[config.mk]
export PLATFORM = sky130hd
export DESIGN_NAME = sfa_ctrl
export DESIGN_NICKNAME = d
export VERILOG_FILES = /design/src/rtl/core/sfa_pkg.sv /design/src/rtl/core/sfa_ctrl.sv
export SDC_FILE = /design/constraint.sdc
export NUM_CORES = 1
export LEC_CHECK = 0
export BUFFER_PORTS_ARGS = -buffer_cell sky130_fd_sc_hd__buf_2
export CAP_MARGIN = 30
export CORE_ASPECT_RATIO = 1.25
export CORE_MARGIN = 3
export CORE_UTILIZATION = 53
export DETAILED_ROUTE_END_ITERATION = 12
export PLACE_DENSITY = 0.74
export SLEW_MARGIN = 20
export SYNTH_ARGS = -nofsm -noshare
export SYNTH_HDL_FRONTEND = slang
export SYNTH_SLANG_ARGS = --single-unit
[constraint.sdc]
create_clock -name i_clk -period 3.2 [get_ports i_clk]
set_input_delay 0 -clock i_clk [delete_from_list [all_inputs] [get_ports i_clk]]
set_output_delay 0 -clock i_clk [all_outputs]
set_load 0.01 [all_outputs]
[src/rtl/core/sfa_pkg.sv]
// Shared types, opcodes and constants of the specific force accelerometer.
// No dependencies; used by sfa_ctrl, sfa_datapath and the top level.
package sfa_pkg;

    // datapath operations
    localparam logic [2:0] OP_CORDIC   = 3'd0;
    localparam logic [2:0] OP_ROT      = 3'd1;
    localparam logic [2:0] OP_DIV_MASS = 3'd2;
    localparam logic [2:0] OP_DIV_VEL  = 3'd3;
    localparam logic [2:0] OP_AVG      = 3'd4;

    // step sequence: last step of a priming item and last step overall
    localparam logic [4:0] SEQ_PRIME_END = 5'd8;
    localparam logic [4:0] SEQ_LAST      = 5'd15;

    localparam logic signed [33:0] HALF_PI_Q30 = 34'sd1686629713;
    localparam logic signed [33:0] PI_Q30      = 34'sd3373259426;
    localparam logic signed [33:0] GAIN_INV    = 34'sd652032874;

    typedef struct packed {
        logic signed [31:0] angle_x;
        logic signed [31:0] angle_y;
        logic signed [31:0] angle_z;
        logic signed [47:0] weight_x;
        logic signed [47:0] weight_y;
        logic signed [47:0] weight_z;
        logic        [47:0] body_mass;
        logic signed [47:0] vel_x;
        logic signed [47:0] vel_y;
        logic signed [47:0] vel_z;
        logic        [31:0] step_time;
    } t_in;

    typedef struct packed {
        logic signed [31:0] accel_x;
        logic signed [31:0] accel_y;
        logic               updated;
    } t_out;

    typedef struct packed {
        logic       load;
        logic       start;
        logic       finish;
        logic [2:0] op;
        logic [2:0] sel;
    } t_cmd;

    typedef struct packed {
        logic done;
        logic primed;
        logic out_busy;
    } t_sts;

    // arctangent of 2^-k, Q2.30, truncated
    function automatic logic [30:0] atan_q30(input logic [4:0] k);
        logic [30:0] v;
        case (k)
            5'd0:  v = 31'h3243F6A8;
            5'd1:  v = 31'h1DAC6705;
            5'd2:  v = 31'h0FADBAFC;
            5'd3:  v = 31'h07F56EA6;
            5'd4:  v = 31'h03FEAB76;
            5'd5:  v = 31'h01FFD55B;
            5'd6:  v = 31'h00FFFAAA;
            5'd7:  v = 31'h007FFF55;
            5'd8:  v = 31'h003FFFEA;
            5'd9:  v = 31'h001FFFFD;
            5'd10: v = 31'h000FFFFF;
            5'd11: v = 31'h0007FFFF;
            5'd12: v = 31'h0003FFFF;
            5'd13: v = 31'h0001FFFF;
            5'd14: v = 31'h0000FFFF;
            5'd15: v = 31'h00007FFF;
            5'd16: v = 31'h00003FFF;
            5'd17: v = 31'h00001FFF;
            5'd18: v = 31'h00000FFF;
            5'd19: v = 31'h000007FF;
            5'd20: v = 31'h000003FF;
            5'd21: v = 31'h000001FF;
            5'd22: v = 31'h000000FF;
            5'd23: v = 31'h0000007F;
            5'd24: v = 31'h0000003F;
            5'd25: v = 31'h0000001F;
            5'd26: v = 31'h0000000F;
            5'd27: v = 31'h00000007;
            5'd28: v = 31'h00000003;
            5'd29: v = 31'h00000001;
            default: v = 31'h0;
        endcase
        return v;
    endfunction

    // operation and selector of each step: {op, sel}
    function automatic logic [5:0] seq_cmd(input logic [4:0] step);
        logic [5:0] v;
        case (step)
            5'd0:  v = {OP_CORDIC, 3'd0};
            5'd1:  v = {OP_CORDIC, 3'd1};
            5'd2:  v = {OP_CORDIC, 3'd2};
            5'd3:  v = {OP_ROT, 3'd0};
            5'd4:  v = {OP_ROT, 3'd1};
            5'd5:  v = {OP_ROT, 3'd2};
            5'd6:  v = {OP_DIV_MASS, 3'd0};
            5'd7:  v = {OP_DIV_MASS, 3'd1};
            5'd8:  v = {OP_DIV_MASS, 3'd2};
            5'd9:  v = {OP_DIV_VEL, 3'd0};
            5'd10: v = {OP_DIV_VEL, 3'd1};
            5'd11: v = {OP_DIV_VEL, 3'd2};
            5'd12: v = {OP_AVG, 3'd0};
            5'd13: v = {OP_ROT, 3'd3};
            5'd14: v = {OP_ROT, 3'd4};
            5'd15: v = {OP_ROT, 3'd5};
            default: v = {OP_AVG, 3'd0};
        endcase
        return v;
    endfunction

endpackage

[src/rtl/core/sfa_ctrl.sv]
// Sequencer of the specific force accelerometer: walks the step list and
// drives datapath commands. Depends on sfa_pkg.
module sfa_ctrl (
    input  logic          i_clk,
    input  logic          i_rst_n,
    input  logic          i_in_valid,
    input  sfa_pkg::t_sts i_sts,
    output logic          o_in_stall,
    output sfa_pkg::t_cmd o_cmd
);

    localparam logic [1:0] S_IDLE  = 2'd0;
    localparam logic [1:0] S_ISSUE = 2'd1;
    localparam logic [1:0] S_WAIT  = 2'd2;
    localparam logic [1:0] S_FIN   = 2'd3;

    logic [1:0] r_state, n_state;
    logic [4:0] r_step, n_step;
    logic [5:0] step_cmd;

    assign step_cmd = sfa_pkg::seq_cmd(r_step);

    always_comb begin
        n_state      = r_state;
        n_step       = r_step;
        o_cmd        = '0;
        o_cmd.op     = step_cmd[5:3];
        o_cmd.sel    = step_cmd[2:0];
        case (r_state)
            S_IDLE: begin
                if (i_in_valid) begin
                    o_cmd.load = 1'b1;
                    n_step     = '0;
                    n_state    = S_ISSUE;
                end
            end
            S_ISSUE: begin
                o_cmd.start = 1'b1;
                n_state     = S_WAIT;
            end
            S_WAIT: begin
                if (i_sts.done) begin
                    // a priming item stops after the mass divisions
                    if (r_step == sfa_pkg::SEQ_LAST ||
                        (r_step == sfa_pkg::SEQ_PRIME_END && !i_sts.primed)) begin
                        n_state = S_FIN;
                    end else begin
                        n_step  = r_step + 5'd1;
                        n_state = S_ISSUE;
                    end
                end
            end
            S_FIN: begin
                if (!i_sts.out_busy) begin
                    o_cmd.finish = 1'b1;
                    n_state      = S_IDLE;
                end
            end
            default: n_state = S_IDLE;
        endcase
    end

    always_ff @(posedge i_clk) begin
        if (!i_rst_n) begin
            r_state <= S_IDLE;
            r_step  <= '0;
        end else begin
            r_state <= n_state;
            r_step  <= n_step;
        end
    end

    assign o_in_stall = (r_state != S_IDLE);

endmodule

==> metrics.yaml <==
outcome:
  status: "completed"
critical_path:
  cp.arrival_ns: 2.88
  worstPathRequired_ns: 3.35
  critical_path_class: "reg2reg"
  timing.rr.start: "r_step[0]$_SDFFE_PN0P_"
  cp-start-kind: "flop"
  crit_fanout: 5
  worstSetupEndpointType: "flop"
  r2r_cells: 12
  r2r_slack_ns: 0.47
synthesis:
  synthTopCellsByArea: "dfxtp_1 30%, ha_1 10%, inv_1 4.7%"
  syn_nets: 106
  synth-async-reset-ratio_pct: 0
  synth_cell_types: 39
  yosysTopAreaCellShare_pct: 29.6
  yosysMostFrequentCell: "dfxtp_1"
  synthesis.area_sq_um: 880
  ys_seq_elements: 13
  yosysTopAreaCell: "dfxtp_1"
  synth.top_cells.by_count: "13 x dfxtp_1, 11 x inv_1, 7 x ha_1, 7 x nand2_1"
  yosysSeqAreaShare_pct: 29.6
  synth_cells: 93
  synthFlopType: "dfxtp_1"
  synth_area_per_cell_sq_um: 9.46
  synth-edff-count: 0
  yosys_warnings: 0
finish:
  drive_gt1_share_pct: 29.4
  diodes: 0
  nets: 123
  area.growth.synth_to_final_pct: 11.2
route:
  totalWireLength_microns: 1590
  viasPerCell: 5.51
  wl_per_cell_microns: 12.6
  drt_iter0_markers: 9
  drtAntennaViolNets: 0
  dr.pass1.iters: 4
  vias: 694
  drc: 0
sta:
  rsz0062_at_grt: "false"
  tns_ns: 0
  clock_skew_ns: 0.00865
  period_share_pct: 85.5
  fmax_mhz: 366
  period_minus_slack_ns: 2.73
  worst_pin_slew_ns: 0.383
  finalSetupViolations: 0
  maxSlewHeadroom_pct: 74.3
  finalHoldViolations: 0
  slew_violations: 0
power:
  power_uw: 313
  pwr_density_cell_nw_per_um2: 320
  p_comb_share_pct: 12.8
  power.share.clock_pct: 32.6
  ir_drop_mv: 0.224
  p_int_uw: 233
  p_switching_uw: 80.7
  p_seq_share_pct: 54.7
  p_leak_uw: 0.000491
  swShare_pct: 25.7
clock_network:
  clk_pin_slew_worst_paths_ns: 0.09
  ctsHtreeMaxLevel: 1
  numCtsBuffers: 3
  cts_buffer_depth: 2
  cts_setup_buffers: 0
  clock_sinks: 13
  hold_buffers: 0
  clockRootBuffer: "clkbuf_4"
  cts_resized: 0
  insertion_delay_ns: 0.27
  cts_tree: "built"
grt:
  grt_max_degree: 14
  grt_pass1_vias: 702
  grt_first_pass_wirelength_microns: 3000
  grt_use_total_pct: 17.1
  grt_overflow_total: 0
  antenna_found_initial: 0
floorplan:
  die-area_sq_um: 2190
  ios: 16
  rows: 15
  start_util_pct: 60.1
  core_sq_um: 1460
  die_h_microns: 51.5
  die_w_microns: 42.4
min_path:
  holdCritStartpoint: "i_sts[0]"
  holdPathStages: 3
  min_path_type: "in2reg"
  hold_end: "r_state[1]$_SDFFE_PN0P_"
placement:
  port_buffers: 15
  hpwlAfterDp_microns: 1260
  place_congestion: 0.802
run:
  maxCapViolCount: 0
## layout make-up
type	count	area (sq um)
multi-input cells	65	551
fillers	128	485
flip-flops and latches	13	260
repair buffers	15	75.1
inverters	12	45.0
clock buffers	4	26.3
well taps	17	21.3
## power groups by stage
| stage | Sequential, uW | Clock (uW) | Combinational [uW] |
|---|---|---|---|
| CTS | 171 | 104 | 40.1 |
| detailed placement | 175 | 0 | 39.8 |
| floorplan | 170 | 0 | 35.2 |
| finish | 171 | 102 | 40.0 |
| global placement | 175 | 0 | 39.6 |
| global route | 173 | 111 | 44.3 |
## kinds of logic after synthesis
group	synth area share, %
AND/OR/NAND/NOR	28.9
buffers and inverters	7.82
adder cells (fa/ha/maj)	9.96
flip-flops	29.6
AO/OA/AOI/OAI	14.9
multiplexers	8.82
## worst max-delay path: stages, from the launching register on
cell and delay [ns]:
dfxtp_1 0.36, ha_1 0.24, and3_1 0.19, ha_1 0.18
and4bb_1 0.33, o21ai_2 0.12, mux2i_1 0.23, and2_1 0.23
inv_1 0.08, ha_1 0.28, inv_1 0.05, a31o_1 0.19
a2bb2oi_1 0.13
## worst max path at each step
stage                      end                    from  depth (start not counted)  slack, ns
after floorplan           flop  r_step[0]$_SDFFE_PN0P_                         12       0.71
after global placement    flop  r_step[0]$_SDFFE_PN0P_                         12       0.55
after detailed placement  flop  r_step[0]$_SDFFE_PN0P_                         12       0.50
after CTS                 flop  r_step[0]$_SDFFE_PN0P_                         12       0.47
after global routing      flop  r_step[0]$_SDFFE_PN0P_                         12       0.29
final                     flop  r_step[0]$_SDFFE_PN0P_                         12       0.47
## per-layer routing
| layer | global-route usage (%) | vias to the layer above | part of all wire [%] |
|---|---|---|---|
| met5 | 0 | - | 0 |
| met4 | 4.66 | 0 | 0.75 |
| met3 | 2.42 | 2 | 3.1 |
| met2 | 31.2 | 9 | 53 |
| met1 | 20.7 | 331 | 43 |
| li1 | - | 352 | - |
## cells in the final DEF (no fill, tap or decap), drive strengths merged
master and count:
o21a 2, or3 1, o211ai 2, nor3 3, and3 3, nand4bb 2
nand4b 1, nand2 8, or3b 1, ha 7, and2b 4, clkbuf 4
a2bb2oi 3, mux2 1, inv 12, buf 15, a21boi 2, nand3 3
nor4b 1, a21oi 1, or2 2, and4bb 1, mux2i 5, nor2b 3
o21ai 2, dfxtp 13, a31o 2, and2 3, nor2 2
## per-stage QoR
| step | hold WS, ns | worst slack, ns | instances | area (sq um) | util [%] |
|---|---|---|---|---|---|
| after floorplan | 0.0548 | 0.706 | 93 | 880 | - |
| after global placement | 0.259 | 0.551 | 122 | 952 | 65.0 |
| after detailed placement | 0.261 | 0.499 | 122 | 952 | 65.0 |
| after CTS | 0.0494 | 0.470 | 126 | 978 | 66.8 |
| after global routing | 0.0793 | 0.285 | 126 | 978 | 66.8 |
| final | 0.0513 | 0.465 | 126 | 978 | 66.8 |
Note: power is estimated with default switching activity, not from simulation.
